==> src/ttrail_pkg.sv <==
// ----------------------------------------------------------------------------
// Track trail store package
// Sizes, codes, table word layouts and controller/datapath signal groups.
// ----------------------------------------------------------------------------
package ttrail_pkg;

	// Table geometry.
	localparam int MAX_SLOTS = 64;
	localparam int MAX_TRAIL = 256;
	localparam int DROP_DIV  = 4;
	localparam int QUARTER   = MAX_TRAIL / DROP_DIV;

	// Derived widths.
	localparam int SLOT_W  = $clog2(MAX_SLOTS);
	localparam int USED_W  = $clog2(MAX_SLOTS + 1);
	localparam int OFF_W   = $clog2(MAX_TRAIL);
	localparam int LEN_W   = $clog2(MAX_TRAIL + 1);
	localparam int PADDR_W = $clog2(MAX_SLOTS * MAX_TRAIL);
	localparam int PREM_W  = $clog2(MAX_SLOTS * MAX_TRAIL + 1);

	// Field widths.
	localparam int KEY_W  = 32;
	localparam int CLS_W  = 8;
	localparam int POS_W  = 24;
	localparam int TIME_W = 32;
	localparam int MS_W   = 23;
	localparam int ACT_W  = 3;
	localparam int FUNC_W = 2;
	localparam int ABS_W  = POS_W + 1;
	localparam int SQ_W   = 2 * ABS_W;
	localparam int MS2_W  = 2 * MS_W;

	// Register port.
	localparam int CFG_AW = 3;
	localparam int CFG_DW = 32;
	localparam int REG_IW = CFG_AW - 2;
	localparam logic [REG_IW-1:0] REG_MIN_STEP = REG_IW'(0);
	localparam logic [REG_IW-1:0] REG_RETAIN   = REG_IW'(1);
	localparam logic [TIME_W-1:0] RETAIN_RESET = TIME_W'(60000);

	typedef enum logic [ACT_W-1:0] {
		ACT_APPEND = 3'd0,
		ACT_TIP    = 3'd1,
		ACT_DROP   = 3'd2,
		ACT_REJECT = 3'd3,
		ACT_FRAME  = 3'd4,
		ACT_PRUNE  = 3'd5,
		ACT_CLEAR  = 3'd6
	} act_t;

	typedef enum logic [FUNC_W-1:0] {
		FN_BEGIN = 2'd0,
		FN_POINT = 2'd1,
		FN_PRUNE = 2'd2,
		FN_CLEAR = 2'd3
	} func_t;

	typedef enum logic [4:0] {
		S_IDLE, S_BF, S_CLR, S_SRCH, S_CMP, S_TIP, S_D1, S_D2, S_D3, S_APPEND,
		S_PR_META, S_PR_TAKE, S_PR_PT, S_PR_PTD, S_PR_DROP,
		S_MV_META, S_MV_TAKE, S_CP_RD, S_CP_WR, S_DONE
	} state_t;

	typedef enum logic [1:0] {
		PT_TIP = 2'd0,
		PT_K   = 2'd1,
		PT_CP  = 2'd2
	} pt_rsel_t;

	// One slot descriptor as held in the slot table.
	typedef struct packed {
		logic [KEY_W-1:0] key;
		logic [CLS_W-1:0] cls;
		logic [CLS_W-1:0] sts;
		logic [LEN_W-1:0] len;
		logic [OFF_W-1:0] head;
	} meta_t;

	// One trail point as held in the point store.
	typedef struct packed {
		logic signed [POS_W-1:0] x;
		logic signed [POS_W-1:0] y;
		logic [TIME_W-1:0]       t;
	} point_t;

	localparam int META_W = $bits(meta_t);
	localparam int PT_W   = $bits(point_t);

	typedef struct packed {
		logic     load;
		logic     bf_clr;
		logic     clr_all;
		logic     idx_inc;
		logic     reject;
		logic     open_new;
		logic     take_found;
		logic     tip_wr;
		logic     append;
		logic     pr_take;
		logic     k_inc;
		logic     pr_drop;
		logic     mv_take;
		logic     cp_wr;
		logic     out_load;
		logic     meta_last;
		pt_rsel_t pt_rsel;
	} cmd_t;

	typedef struct packed {
		logic idx_end;
		logic key_match;
		logic full;
		logic len_zero;
		logic near;
		logic has_cut;
		logic k_end;
		logic pt_old;
		logic remove;
		logic move;
		logic cp_last;
		logic out_free;
	} stat_t;

	// Ring offset of entry k after head, for head below and k up to the trail size.
	function automatic logic [OFF_W-1:0] ring_off(input logic [OFF_W-1:0] head,
			input logic [LEN_W-1:0] k);
		logic [LEN_W:0] sum;
		sum = (LEN_W+1)'(head) + (LEN_W+1)'(k);
		if (sum >= (LEN_W+1)'(MAX_TRAIL)) begin
			sum = sum - (LEN_W+1)'(MAX_TRAIL);
		end
		return sum[OFF_W-1:0];
	endfunction

	// Point store address of a ring offset within a slot's trail area.
	function automatic logic [PADDR_W-1:0] pt_addr(input logic [SLOT_W-1:0] s,
			input logic [OFF_W-1:0] off);
		return PADDR_W'(s) * PADDR_W'(MAX_TRAIL) + PADDR_W'(off);
	endfunction

endpackage

==> src/ttrail_cfg.sv <==
// ----------------------------------------------------------------------------
// Track trail store register port
// Holds min_step and retain_period behind an APB-style slave.
// ----------------------------------------------------------------------------
module ttrail_cfg (
	input  logic                               clk,
	input  logic                               arst_n,
	input  logic                               psel,
	input  logic                               penable,
	input  logic                               pwrite,
	input  logic [ttrail_pkg::CFG_AW-1:0]      paddr,
	input  logic [ttrail_pkg::CFG_DW-1:0]      pwdata,
	output logic [ttrail_pkg::CFG_DW-1:0]      prdata,
	output logic                               pready,
	output logic [ttrail_pkg::MS_W-1:0]        min_step,
	output logic [ttrail_pkg::TIME_W-1:0]      retain_period
);
	import ttrail_pkg::*;

	logic [MS_W-1:0]   min_step_q;
	logic [TIME_W-1:0] retain_q;
	logic [REG_IW-1:0] reg_idx;
	logic              wr;

	assign reg_idx = paddr[CFG_AW-1:2];
	assign wr      = psel && penable && pwrite;
	assign pready  = 1'b1;

	// Register writes in the access cycle.
	always_ff @(posedge clk or negedge arst_n) begin
		if (!arst_n) begin
			min_step_q <= '0;
			retain_q   <= RETAIN_RESET;
		end else if (wr) begin
			case (reg_idx)
				REG_MIN_STEP: min_step_q <= pwdata[MS_W-1:0];
				REG_RETAIN:   retain_q   <= pwdata[TIME_W-1:0];
				default: ;
			endcase
		end
	end

	// Read back.
	always_comb begin
		case (reg_idx)
			REG_MIN_STEP: prdata = CFG_DW'(min_step_q);
			REG_RETAIN:   prdata = CFG_DW'(retain_q);
			default:      prdata = '0;
		endcase
	end

	assign min_step      = min_step_q;
	assign retain_period = retain_q;

endmodule

==> config.mk <==
export PLATFORM = sky130hd
export DESIGN_NAME = ttrail_cfg
export DESIGN_NICKNAME = d
export VERILOG_FILES = /design/src/ttrail_pkg.sv /design/src/ttrail_cfg.sv
export SDC_FILE = /design/constraint.sdc
export NUM_CORES = 1
export LEC_CHECK = 0
export ABC_AREA = 0
export BUFFER_PORTS_ARGS = -buffer_cell sky130_fd_sc_hd__buf_4
export CORE_MARGIN = 2
export CORE_UTILIZATION = 49
export DETAILED_ROUTE_END_ITERATION = 8
export GPL_ROUTABILITY_DRIVEN = 0
export PLACE_DENSITY = 0.85
export SETUP_SLACK_MARGIN = 0.5
export SYNTH_ARGS = -nofsm -noshare
export SYNTH_HDL_FRONTEND = slang
export SYNTH_SLANG_ARGS = --single-unit
export TNS_END_PERCENT = 20
==> constraint.sdc <==
create_clock -name clk -period 1.41 [get_ports clk]
set_input_delay 0.0705 -clock clk [delete_from_list [all_inputs] [get_ports clk]]
set_output_delay 0.0705 -clock clk [all_outputs]
set_load 0.02 [all_outputs]
* Yosys cells after proc, flatten, opt, wreduce, memory -nomap -nowiden
Cells that the tools add are included.
Storage, ports and cells: memories 0, bits in writable memories 0, bits in registers 55, bits in latches 0, bits in read-only memories 0, output and inout port bits 88, logic and storage cells 8
Operators by class: order comparisons 0, equal/unequal tests 0, $add $sub $neg 0, multipliers 0, reductions and logical operators 4, bitwise gates (word level) 1, divide/modulo/power cells 0, shifts and indexed selects 0, mux-type cells 1
Operators by type and width (count):
- 32-bit case mux with 2 select lines | 1
- 2-bit AND reduction | 2
- 1-bit logical AND | 2
- 1-bit inverter | 1

* Logic depth before layout (Yosys ltp)
depth in word-level cells 3, depth in mapped cells 4

* Least setup slack after synthesis
No wires, ideal clock.
path type input port to flip-flop, from in paddr[2] in the netlist's numbering, to reg min_step_q[0], in the netlist min_step[0], path slack 438 ps, buffers on the path 2, data required time 1285 ps, cell stages on the path 4, setup time 125 ps, arrival 847 ps, cell sequence buf_6 -> nand4b_4 -> buf_6 -> mux2_4
Between the ends: cells in the longest elaborated chain, start to end 2
RTL lines:
- start, declared | RTL line ttrail_cfg.sv:11 | input logic [ttrail_pkg::CFG_AW-1:0] paddr,
- 1-bit inverter (no source line)
- 2-bit AND reduction (no source line)
- end signal, assigned | RTL line ttrail_cfg.sv:36 | REG_MIN_STEP: min_step_q <= pwdata[MS_W-1:0];
- end, declared | RTL line ttrail_cfg.sv:20 | logic [MS_W-1:0] min_step_q;
No other way between the ends. A chain may end at the register's enable or synchronous reset.

* Final worst setup path
from reg min_step_q[20], in the netlist min_step[20], to out prdata[20] in the netlist's numbering
Between the ends: cells in the longest elaborated chain, start to end 1
RTL lines:
- 32-bit case mux with 2 select lines | RTL line ttrail_cfg.sv:45 | case (reg_idx)
- end, declared | RTL line ttrail_cfg.sv:13 | output logic [ttrail_pkg::CFG_DW-1:0] prdata,
No other way between the ends.

==> metrics.txt <==
largest net degree at the start of global routing 56; Worst-Skew Late Latency 300 ps; reg-to-reg endpoint retain_period[9]; final core utilization between 80 and 90%; status finished, final reports clean; crit path capture type output pin; WP data arrival 1140 ps; antenna violations before repair 0; final period utilization 85.5%; Worst Setup Slack, final approximately 200 ps; YS warnings 0; R2R depth 3; H-Tree Level Count 2; Mapped Area approximately 0.0025 mm²; Switching Fraction 34.3%; peak supply drop 0.950 mV; Slew @ Worst Pin 679 ps; Core ar. 0.00504 mm²; leakage power total about 2.2 nW; CTS max path bufs 2; Comb power frac 50.3%; DR vias/cell 4.98; Endpoint, Worst Hold retain_period[25]; Initial Util 50.2%; gr usage total 23.9%; Reg clk slew, reported paths 100 ps; CTS tree built; Worst setup startpoint min_step[20]; total gr overflow 0; pwr/cell area 1450 mW/mm²; cell area after layout 0.00430 mm²; Sw Pwr 2.14 mW; I/O pin cnt 128; reg-to-reg critical path startpoint retain_period[9]; relative slew slack 54.7%; hpwl dp between 4000 and 5000 µm; sequential share of the synthesized area between 50% and 60%; Layout Nets around 380; IO Port Bufs 124; vias roughly 2.1k; Final ANT Viol Nets 0; global-route wire length before repair 10200 µm; DR WL/cell 18.2 µm; CTS root buf clkbuf_8; fmax 829 MHz; skew final 0 ps; share of layout cells above drive strength 1 76.3%; Antenna Diode Count 0; DR pass1 iterations 4; Max-Cap Viols 0; min-delay src pwdata[25]; Iter 0 DRT Violations 85; required time of the critical path ~1300 ps; critical path class reg -> out; slack of the worst reg-to-reg path roughly 480 ps; Rows 26; internal power 4.10 mW; CP Launch Type flop; number of buffers created by CTS 5; unique cell type count in the Yosys netlist 13; Flop pwr share 35.7%; final hold violation count 0; Worst Path Max Fanout 2; Worst Hold Class in -> reg; fin cells 412; Die Width 75.9 µm; final WL 7490 µm; Overall Power ~6.2 mW; WHS Path Cells 2; RSZ-0062 raised after global routing yes; Setup WS pre-CTS -41.3 ps; setup TNS 0 ps; CTS Sinks 55; Max Slew Vio Count 0; die area 0.00576 mm²; DRC 0; Syn Inst Count 155; Post-Place Cells 342; Layout area overhead 69.7%; clock network power share 14.1%; Syn Area/Cell 16.3 µm²; #FFs+latches synth 55; min cycle time layout 1210 ps; placed cell areas roughly 0.0035 mm²; Hold Slack 6.83 ps; syn nets 195; vias in the first global route ~2.1k; chip height 75.9 µm; final-report setup violation count 0
synthesized netlist by cell type:
cell type / n / share of area (%)
mux2_2: 56 / 25
dfrtp_1: 48 / 47
mux2_4: 20 / 12
and2_1: 9 / 2.2
dfstp_2: 7 / 7.3
buf_6: 6 / 2.7
buf_2: 2 / 0.40
mux2_1: 2 / 0.89
buf_4: 1 / 0.30
clkbuf_1: 1 / 0.15
conb_1: 1 / 0.15
nand4_4: 1 / 0.84
nand4b_4: 1 / 0.94
worst max path at each step:
| stage | end | slack [ps] | depth (start not counted) |
|---|---|---|---|
| 2_1_floorplan | min_step[0] | 440 | 4 |
| 3_3_place_gp | retain_period[30] | -20 | 3 |
| 3_5_place_dp | retain_period[30] | -40 | 3 |
| 4_1_cts | prdata[6] | 210 | 2 |
| 5_1_grt | prdata[19] | 170 | 2 |
| 6_report | prdata[20] | 200 | 2 |
power by group through the flow:
stage	logic (mW)	clock network [mW]	registers [mW]
after global placement	2.33	0	2.25
after global routing	3.30	0.968	2.26
final	3.14	0.879	2.23
after floorplan	0.886	0	2.64
after CTS	2.88	0.903	2.19
after detailed placement	2.38	0	2.27
cell families after synthesis:
group         count (synthesis)  synth area share, %
simple gates                 11                 4.00
flops                        55                 54.7
other cells                   1                0.148
buf+inv                      10                 3.51
mux                          78                 37.6
layer usage:
layer / vias up / track usage, % / part of all wire [%]
met1: 1062 / 29.0 / 37
met4: 0 / 5.85 / 2.0
met2: 57 / 43.3 / 57
met5: - / 0 / 0
li1: 917 / - / -
met3: 16 / 5.16 / 3.8
what timing repair did:
item / 4_1_cts / 5_1_grt
gates resized for setup: 19 / 28
hold buffers: 17 / 3
setup endpoints to repair: 119 / 176
cloned: 0 / 1
pin swaps: 0 / 1
hold endpoints to repair: 66 / 3
setup buffers: 32 / 9
cell type report:
type,count,area (µm²)
multi-input combinational,91,1120
tap,70,87.6
clock inverter,1,5.00
timing repair buffer,188,1620
clock buffer,7,86.3
fill,243,744
sequential,55,1390
critical path, stage by stage, from the launching register on:
cell and delay [ps]:
dfrtp_1 400, mux2_2 290, buf_6 140
flip-flops by register name (all words and copies together) (netlist names):
name           count
min_step          23
retain_period     32
placed cells by master (no fill, tap or decap):
cell type,Yosys,final
and2_1,9,9
buf_12,0,2
buf_4,1,131
buf_6,6,35
clkbuf_1,1,1
clkbuf_8,0,6
clkinv_2,0,1
conb_1,1,1
dfrtp_1,48,48
dfstp_2,7,7
dlygate4sd3_1,0,20
mux2_1,2,2
mux2_2,56,44
mux2_4,20,32
nand4_2,0,1
nand4_4,1,1
nand4b_4,1,1
Note: power is estimated with default switching activity, not from simulation.
