==> src/ttrail_pkg.sv <==
// ----------------------------------------------------------------------------
// Track trail store package
// Sizes, codes, table word layouts and controller/datapath signal groups.
// ----------------------------------------------------------------------------
package ttrail_pkg;

	// Table geometry.
	localparam int MAX_SLOTS = 64;
	localparam int MAX_TRAIL = 256;
	localparam int DROP_DIV  = 4;
	localparam int QUARTER   = MAX_TRAIL / DROP_DIV;

	// Derived widths.
	localparam int SLOT_W  = $clog2(MAX_SLOTS);
	localparam int USED_W  = $clog2(MAX_SLOTS + 1);
	localparam int OFF_W   = $clog2(MAX_TRAIL);
	localparam int LEN_W   = $clog2(MAX_TRAIL + 1);
	localparam int PADDR_W = $clog2(MAX_SLOTS * MAX_TRAIL);
	localparam int PREM_W  = $clog2(MAX_SLOTS * MAX_TRAIL + 1);

	// Field widths.
	localparam int KEY_W  = 32;
	localparam int CLS_W  = 8;
	localparam int POS_W  = 24;
	localparam int TIME_W = 32;
	localparam int MS_W   = 23;
	localparam int ACT_W  = 3;
	localparam int FUNC_W = 2;
	localparam int ABS_W  = POS_W + 1;
	localparam int SQ_W   = 2 * ABS_W;
	localparam int MS2_W  = 2 * MS_W;

	// Register port.
	localparam int CFG_AW = 3;
	localparam int CFG_DW = 32;
	localparam int REG_IW = CFG_AW - 2;
	localparam logic [REG_IW-1:0] REG_MIN_STEP = REG_IW'(0);
	localparam logic [REG_IW-1:0] REG_RETAIN   = REG_IW'(1);
	localparam logic [TIME_W-1:0] RETAIN_RESET = TIME_W'(60000);

	typedef enum logic [ACT_W-1:0] {
		ACT_APPEND = 3'd0,
		ACT_TIP    = 3'd1,
		ACT_DROP   = 3'd2,
		ACT_REJECT = 3'd3,
		ACT_FRAME  = 3'd4,
		ACT_PRUNE  = 3'd5,
		ACT_CLEAR  = 3'd6
	} act_t;

	typedef enum logic [FUNC_W-1:0] {
		FN_BEGIN = 2'd0,
		FN_POINT = 2'd1,
		FN_PRUNE = 2'd2,
		FN_CLEAR = 2'd3
	} func_t;

	typedef enum logic [4:0] {
		S_IDLE, S_BF, S_CLR, S_SRCH, S_CMP, S_TIP, S_D1, S_D2, S_D3, S_APPEND,
		S_PR_META, S_PR_TAKE, S_PR_PT, S_PR_PTD, S_PR_DROP,
		S_MV_META, S_MV_TAKE, S_CP_RD, S_CP_WR, S_DONE
	} state_t;

	typedef enum logic [1:0] {
		PT_TIP = 2'd0,
		PT_K   = 2'd1,
		PT_CP  = 2'd2
	} pt_rsel_t;

	// One slot descriptor as held in the slot table.
	typedef struct packed {
		logic [KEY_W-1:0] key;
		logic [CLS_W-1:0] cls;
		logic [CLS_W-1:0] sts;
		logic [LEN_W-1:0] len;
		logic [OFF_W-1:0] head;
	} meta_t;

	// One trail point as held in the point store.
	typedef struct packed {
		logic signed [POS_W-1:0] x;
		logic signed [POS_W-1:0] y;
		logic [TIME_W-1:0]       t;
	} point_t;

	localparam int META_W = $bits(meta_t);
	localparam int PT_W   = $bits(point_t);

	typedef struct packed {
		logic     load;
		logic     bf_clr;
		logic     clr_all;
		logic     idx_inc;
		logic     reject;
		logic     open_new;
		logic     take_found;
		logic     tip_wr;
		logic     append;
		logic     pr_take;
		logic     k_inc;
		logic     pr_drop;
		logic     mv_take;
		logic     cp_wr;
		logic     out_load;
		logic     meta_last;
		pt_rsel_t pt_rsel;
	} cmd_t;

	typedef struct packed {
		logic idx_end;
		logic key_match;
		logic full;
		logic len_zero;
		logic near;
		logic has_cut;
		logic k_end;
		logic pt_old;
		logic remove;
		logic move;
		logic cp_last;
		logic out_free;
	} stat_t;

	// Ring offset of entry k after head, for head below and k up to the trail size.
	function automatic logic [OFF_W-1:0] ring_off(input logic [OFF_W-1:0] head,
			input logic [LEN_W-1:0] k);
		logic [LEN_W:0] sum;
		sum = (LEN_W+1)'(head) + (LEN_W+1)'(k);
		if (sum >= (LEN_W+1)'(MAX_TRAIL)) begin
			sum = sum - (LEN_W+1)'(MAX_TRAIL);
		end
		return sum[OFF_W-1:0];
	endfunction

	// Point store address of a ring offset within a slot's trail area.
	function automatic logic [PADDR_W-1:0] pt_addr(input logic [SLOT_W-1:0] s,
			input logic [OFF_W-1:0] off);
		return PADDR_W'(s) * PADDR_W'(MAX_TRAIL) + PADDR_W'(off);
	endfunction

endpackage

==> src/ttrail_ctrl.sv <==
// ----------------------------------------------------------------------------
// Track trail store controller
// Sequences begin-frame, clear, lookup, tip test, append, prune walks and slot moves.
// ----------------------------------------------------------------------------
module ttrail_ctrl (
	input  logic                          clk,
	input  logic                          arst_n,
	input  logic                          in_valid,
	input  logic [ttrail_pkg::FUNC_W-1:0] func,
	output logic                          in_stall,
	input  ttrail_pkg::stat_t             stat,
	output ttrail_pkg::cmd_t              cmd
);
	import ttrail_pkg::*;

	state_t state_q, state_d;

	// State register.
	always_ff @(posedge clk or negedge arst_n) begin
		if (!arst_n) begin
			state_q <= S_IDLE;
		end else begin
			state_q <= state_d;
		end
	end

	// Next state.
	always_comb begin
		state_d = state_q;
		unique case (state_q)
			S_IDLE: begin
				if (in_valid) begin
					unique case (func_t'(func))
						FN_BEGIN: state_d = S_BF;
						FN_POINT: state_d = S_SRCH;
						FN_PRUNE: state_d = S_PR_META;
						FN_CLEAR: state_d = S_CLR;
					endcase
				end
			end
			S_BF:      if (stat.idx_end) state_d = S_DONE;
			S_CLR:     state_d = S_DONE;
			S_SRCH: begin
				if (!stat.idx_end) state_d = S_CMP;
				else if (stat.full) state_d = S_DONE;
				else state_d = S_TIP;
			end
			S_CMP:     state_d = stat.key_match ? S_TIP : S_SRCH;
			S_TIP:     state_d = stat.len_zero ? S_APPEND : S_D1;
			S_D1:      state_d = S_D2;
			S_D2:      state_d = S_D3;
			S_D3:      state_d = stat.near ? S_DONE : S_APPEND;
			S_APPEND:  state_d = S_DONE;
			S_PR_META: state_d = stat.idx_end ? S_DONE : S_PR_TAKE;
			S_PR_TAKE: state_d = S_PR_PT;
			S_PR_PT:   state_d = (!stat.has_cut || stat.k_end) ? S_PR_DROP : S_PR_PTD;
			S_PR_PTD:  state_d = stat.pt_old ? S_PR_PT : S_PR_DROP;
			S_PR_DROP: state_d = (stat.remove && stat.move) ? S_MV_META : S_PR_META;
			S_MV_META: state_d = S_MV_TAKE;
			S_MV_TAKE: state_d = S_CP_RD;
			S_CP_RD:   state_d = S_CP_WR;
			S_CP_WR:   state_d = stat.cp_last ? S_PR_META : S_CP_RD;
			S_DONE:    if (stat.out_free) state_d = S_IDLE;
		endcase
	end

	// Datapath commands.
	always_comb begin
		cmd = '0;
		unique case (state_q)
			S_IDLE:    cmd.load = in_valid;
			S_BF:      cmd.bf_clr = !stat.idx_end;
			S_CLR:     cmd.clr_all = 1'b1;
			S_SRCH: begin
				cmd.reject   = stat.idx_end && stat.full;
				cmd.open_new = stat.idx_end && !stat.full;
			end
			S_CMP: begin
				cmd.take_found = stat.key_match;
				cmd.idx_inc    = !stat.key_match;
			end
			S_TIP:     cmd.pt_rsel = PT_TIP;
			S_D1:      ;
			S_D2:      ;
			S_D3:      cmd.tip_wr = stat.near;
			S_APPEND:  cmd.append = 1'b1;
			S_PR_META: ;
			S_PR_TAKE: cmd.pr_take = 1'b1;
			S_PR_PT:   cmd.pt_rsel = PT_K;
			S_PR_PTD:  cmd.k_inc = stat.pt_old;
			S_PR_DROP: begin
				cmd.pr_drop = 1'b1;
				cmd.idx_inc = !stat.remove;
			end
			S_MV_META: cmd.meta_last = 1'b1;
			S_MV_TAKE: cmd.mv_take = 1'b1;
			S_CP_RD:   cmd.pt_rsel = PT_CP;
			S_CP_WR:   cmd.cp_wr = 1'b1;
			S_DONE:    cmd.out_load = stat.out_free;
		endcase
	end

	assign in_stall = (state_q != S_IDLE);

endmodule

==> config.mk <==
export PLATFORM = sky130hd
export DESIGN_NAME = ttrail_ctrl
export DESIGN_NICKNAME = d
export VERILOG_FILES = /design/src/ttrail_pkg.sv /design/src/ttrail_ctrl.sv
export SDC_FILE = /design/constraint.sdc
export NUM_CORES = 1
export LEC_CHECK = 0
export BUFFER_PORTS_ARGS = -buffer_cell sky130_fd_sc_hd__buf_4
export CAP_MARGIN = 25
export CELL_PAD_IN_SITES_DETAIL_PLACEMENT = 1
export CELL_PAD_IN_SITES_GLOBAL_PLACEMENT = 1
export CORE_UTILIZATION = 25
export CTS_BUF_LIST = sky130_fd_sc_hd__clkbuf_8
export DETAILED_ROUTE_END_ITERATION = 8
export PLACE_DENSITY = 0.62
export SYNTH_ARGS = -nofsm -noshare
export SYNTH_HDL_FRONTEND = slang
export SYNTH_SLANG_ARGS = --single-unit
==> constraint.sdc <==
create_clock -name clk -period 2.1 [get_ports clk]
set_clock_uncertainty 0.2 [all_clocks]
set_input_delay 0.315 -clock clk [delete_from_list [all_inputs] [get_ports clk]]
set_output_delay 0.315 -clock clk [all_outputs]
set_load 0.01 [all_outputs]
---- After elaboration in Yosys (flattened, before gate mapping) ----
Cells that the tools add are included.
word-level totals
  ROM bits ................................ 0
  bits in writable memories ............... 0
  bits in registers ....................... 5
  memories kept ........................... 0
  latch bits .............................. 0
  bits of input ports ..................... 17
cells by class
  order comparisons ....................... 0
  div/mod/pow operators ................... 0
  reduce and logical (&&, ||, !) cells .... 14
  shifts and indexed selects .............. 0
  add/subtract/negate cells ............... 0
  bitwise logic cells ..................... 0
  mux-type cells .......................... 31
  equal/unequal tests ..................... 25
  multiply operators ...................... 0
operators by type and width
  operator                                                         number
  5-bit one-hot mux with 19 select lines                           1
  5-bit by 4-bit == test with 1-bit output, second input constant  8
  5-bit 2-to-1 mux                                                 8
  5-bit by 3-bit == test with 1-bit output, second input constant  4
  5-bit == test, second input constant                             4
  5-bit one-hot mux with 4 select lines                            1
  1-bit 2-to-1 mux                                                 13
  5-bit by 2-bit == test with 1-bit output, second input constant  2
  2-bit 2-to-1 mux                                                 3
  3-bit 2-to-1 mux                                                 2
  2-bit != test, second input constant                             3
  5-bit by 1-bit == test with 1-bit output, second input constant  1
  1-bit logical NOT                                                5
  5-bit logical NOT                                                1
  5-bit nonzero test                                               1
  2-bit == test, second input constant                             2
  4-bit 2-to-1 mux                                                 1
  2-bit one-hot mux with 2 select lines                            1
  1-bit logical AND                                                3
  3-bit AND reduction                                              1
  2-bit by 1-bit == test with 1-bit output, second input constant  1
  2-bit logical NOT                                                1
  1-bit one-hot mux with 2 select lines                            1
  2-bit OR reduction                                               1
  1-bit logical OR                                                 1

---- Longest topological paths before layout ----
  word-level depth ........................ 4
  gate-level depth with buffers ........... 7
  mapped depth without buffers ............ 5

---- Least setup slack after synthesis ----
OpenSTA, ideal clock, no wires.
  kind .................................... reg2out
  from .................................... register state_q[4]
  to ...................................... output cmd[12] in the netlist's numbering
  arrival time ............................ 1290 ps
  required time ........................... 1585 ps
  stages on the path, launching flop included .. 5
  setup slack ............................. 295 ps
  path through ............................ dfrtp_1 buf_2 buf_2 buf_2 nor4_1
RTL lines
  item                    line               RTL
  start, declared         ttrail_ctrl.sv:16  state_t state_q, state_d;
  start signal, assigned  ttrail_ctrl.sv:23  state_q <= state_d;
  end, declared           ttrail_ctrl.sv:12  output ttrail_pkg::cmd_t cmd

==> metrics.cfg <==
[sta]
fmax_ghz = 0.478
min_period_ns = 2.09
slew-limit-headroom_pct = 73.2
maxSlewViolCount = 0
rsz0062_at_grt = true
period_share_pct = 99.6
worstMarginPinSlew_ns = 0.399
setup_viol = 0
hold_viol = 0

[layout]
nets = 191
reg.largest.list = state_q x5
drive_gt1_share_pct = 39.9
final_area_um2 = 1330
diodes = 0
area_delta_synth_final_pct = 65.2
largest_register_ffs = 5
max_flop_register = state_q

[synth]
ys_seq_elements = 5
yosysTopAreaCell = dfrtp_1
avgSynthCellArea_um2 = 6.60
yosysUniqueCellTypes = 38
synth_area_leaders = dfrtp_1 (16%), nor3_1 (8.1%), o21ai_0 (5.6%)
synth_top_area_share_pct = 15.5
ys_seq_area_share_pct = 15.5
syn_nets = 139
synthCells = 122
netlist_area_um2 = 806
ys.warnings.count = 0

[setup_path]
crit_path_top_delay_cell = dfrtp_1
crit_path_frequent_cell = buf_4
crit_type = flip-flop to output port
arrival_ns = 1.58
r2r_slack_ns = 0.08
worstPathRequired_ns = 1.58
path_max_fanout = 7
critPathLaunch = state_q[1]
reg2reg_depth = 6
max_stage_delay_ns = 0.45
end_kind = output port
r2r_start = state_q[0]
path_cells = buf_4 -> nor3_1 -> buf_4 -> and3_1 -> buf_4
startpoint_type = flip-flop

[place]
dp_hpwl_um = 2830
gp_congestion = 0.806
io_buffers = 35
place_area_um2 = 1250

[clock_tree]
htree_levels = 1
cts_root_buf = clkbuf_8
clkSinkCount = 5
clockBufferDepth = 2
clk_latency_ns = 0.23
clk_pin_slew_ns = 0.04
cts_made_buffers = 3
cts_tree = yes

[min_path]
hold_path_class = primary input to flip-flop
whs_path_depth = 4
worstHoldStart = func[0]

[routing]
top_layer = met4
wl_per_cell_um = 16.8
drt-total-wl_um = 3650
via_per_inst = 5.42
wl_met2_um = 1750
met3_length_um = 162
vias = 1176
drt_iter0_drc = 56
ant_nets = 0
drtPass1Iterations = 4
drt-met1-wl_um = 1640
drc = 0

[floorplanning]
die_h_um = 58.8
initial_core_util_pct = 26.4
die-area_um2 = 3450
rows = 20
placeableCoreArea_um2 = 3050
dieWidth_um = 58.8
ios = 36

[power]
power_leakage_nw = 0.583
powerDensity_nw_per_um2 = 1340
total_power_mw = 1.79
vdd_drop_max_mv = 0.474

[status]
status = completed

[global_routing]
grt_max_degree = 18
gr-total-overflow = 0
grt_usage_pct = 22.4
grt_pass1_vias = 1221
grt_pass1_wl_um = 5890
antenna_found_initial = 0

[flow_run]
max-cap-violations = 0

[final timing paths]
check | endpoint
worst max-delay path | cmd[17]
worst min-delay path | state_q[3]
worst max register to register | state_q[1]
worst min register to register | state_q[0]
max in group asynchronous | state_q[2]
min in group asynchronous | state_q[0]
[metal layers]
metal | global-route usage, % | vias up
met5 | 0 | -
met4 | 11.6 | 0
met3 | 2.42 | 9
met2 | 36.2 | 39
met1 | 29.5 | 568
li1 | - | 560
[Yosys cell counts]
| cell | instances |
|---|---|
| a2111oi_0 | 1 |
| a211o_1 | 1 |
| a211oi_1 | 2 |
| a21boi_0 | 1 |
| a21oi_1 | 6 |
| a221o_1 | 1 |
| a22o_1 | 1 |
| a22oi_1 | 3 |
| a311o_1 | 1 |
| a31oi_1 | 2 |
| a32oi_1 | 1 |
| and2_1 | 2 |
| and3_1 | 2 |
| buf_2 | 7 |
| buf_4 | 2 |
| clkbuf_1 | 1 |
| dfrtp_1 | 5 |
| inv_1 | 3 |
| mux2i_1 | 2 |
| nand2_1 | 11 |
| nand2b_1 | 7 |
| nand3_1 | 5 |
| nand3b_1 | 2 |
| nand4b_1 | 1 |
| nor2_1 | 11 |
| nor2b_1 | 3 |
| nor3_1 | 13 |
| nor4_1 | 4 |
| nor4_4 | 1 |
| o21a_1 | 1 |
| o21ai_0 | 9 |
| o21bai_1 | 1 |
| o22ai_1 | 3 |
| o2bb2ai_1 | 1 |
| o31ai_1 | 1 |
| o32ai_1 | 1 |
| or2_2 | 1 |
| or3_1 | 2 |
[layout by cell type, fill, tap and decap left out, types with 2 or more instances in the layout]
master / synthesis / final
nand3_1: 5 / 5
a31oi_1: 2 / 2
mux2i_1: 2 / 2
dfrtp_2: 0 / 3
buf_4: 2 / 54
nand2b_1: 7 / 7
clkbuf_8: 0 / 3
nand2_1: 11 / 11
nor2b_1: 3 / 3
a22oi_1: 3 / 3
o22ai_1: 3 / 3
nor4_1: 4 / 4
or3_1: 2 / 2
inv_1: 3 / 4
nor2_1: 11 / 9
nor3_2: 0 / 3
o21ai_0: 9 / 9
nor3_1: 13 / 10
nand3b_1: 2 / 2
and2_1: 2 / 2
nor2_2: 0 / 2
and3_1: 2 / 2
a211oi_1: 2 / 2
dfrtp_1: 5 / 2
a21oi_1: 6 / 6
buf_12: 0 / 2
[metrics by stage]
stage | utilization (%) | hold WS [ns] | TNS (ns) | std cells | worst slack [ns]
after floorplan | - | -0.181 | 0 | 122 | 0.295
after global placement | 41.0 | -0.0788 | 0 | 212 | 0.138
after detailed placement | 41.0 | -0.0787 | 0 | 212 | 0.0419
after CTS | 43.0 | 0.223 | 0 | 217 | 0.00466
after global routing | 43.6 | 0.218 | -0.163 | 217 | -0.0450
final | 43.6 | 0.223 | 0 | 217 | 0.00736
[kinds of logic after synthesis]
kind of cell	share of synthesized area, %
flops	15.5
buf+inv	8.07
mux	2.48
simple gates	43.3
compound gates	30.6
[repair_timing]
item                       in CTS  in global routing
resized for setup               2                  6
hold buffers                    1                  0
buffers inserted                0                  0
hold endpoints to repair        5                  0
setup endpoints to repair       4                 17
[where the power goes]
group / total (mW) / internal (mW) / switching, mW
logic: 1.36 / 0.637 / 0.720
clock network: 0.178 / 0.126 / 0.0521
registers: 0.254 / 0.146 / 0.108
total: 1.79 / 0.908 / 0.880
[worst max-delay path: cells and delay by family, from the launching register on]
family        cells  cell delay (ns)
flops             1             0.45
simple gates      2             0.40
buf+inv           3             0.49
[area by class of cell]
type,count,area (um^2)
clock buffers,3,41.3
fillers,408,1720
clock inverters,1,3.75
multi-input cells,104,636
repair buffers,57,455
inverters,3,11.3
flip-flops and latches,5,129
well taps,44,55.1
Note: power is estimated with default switching activity, not from simulation.
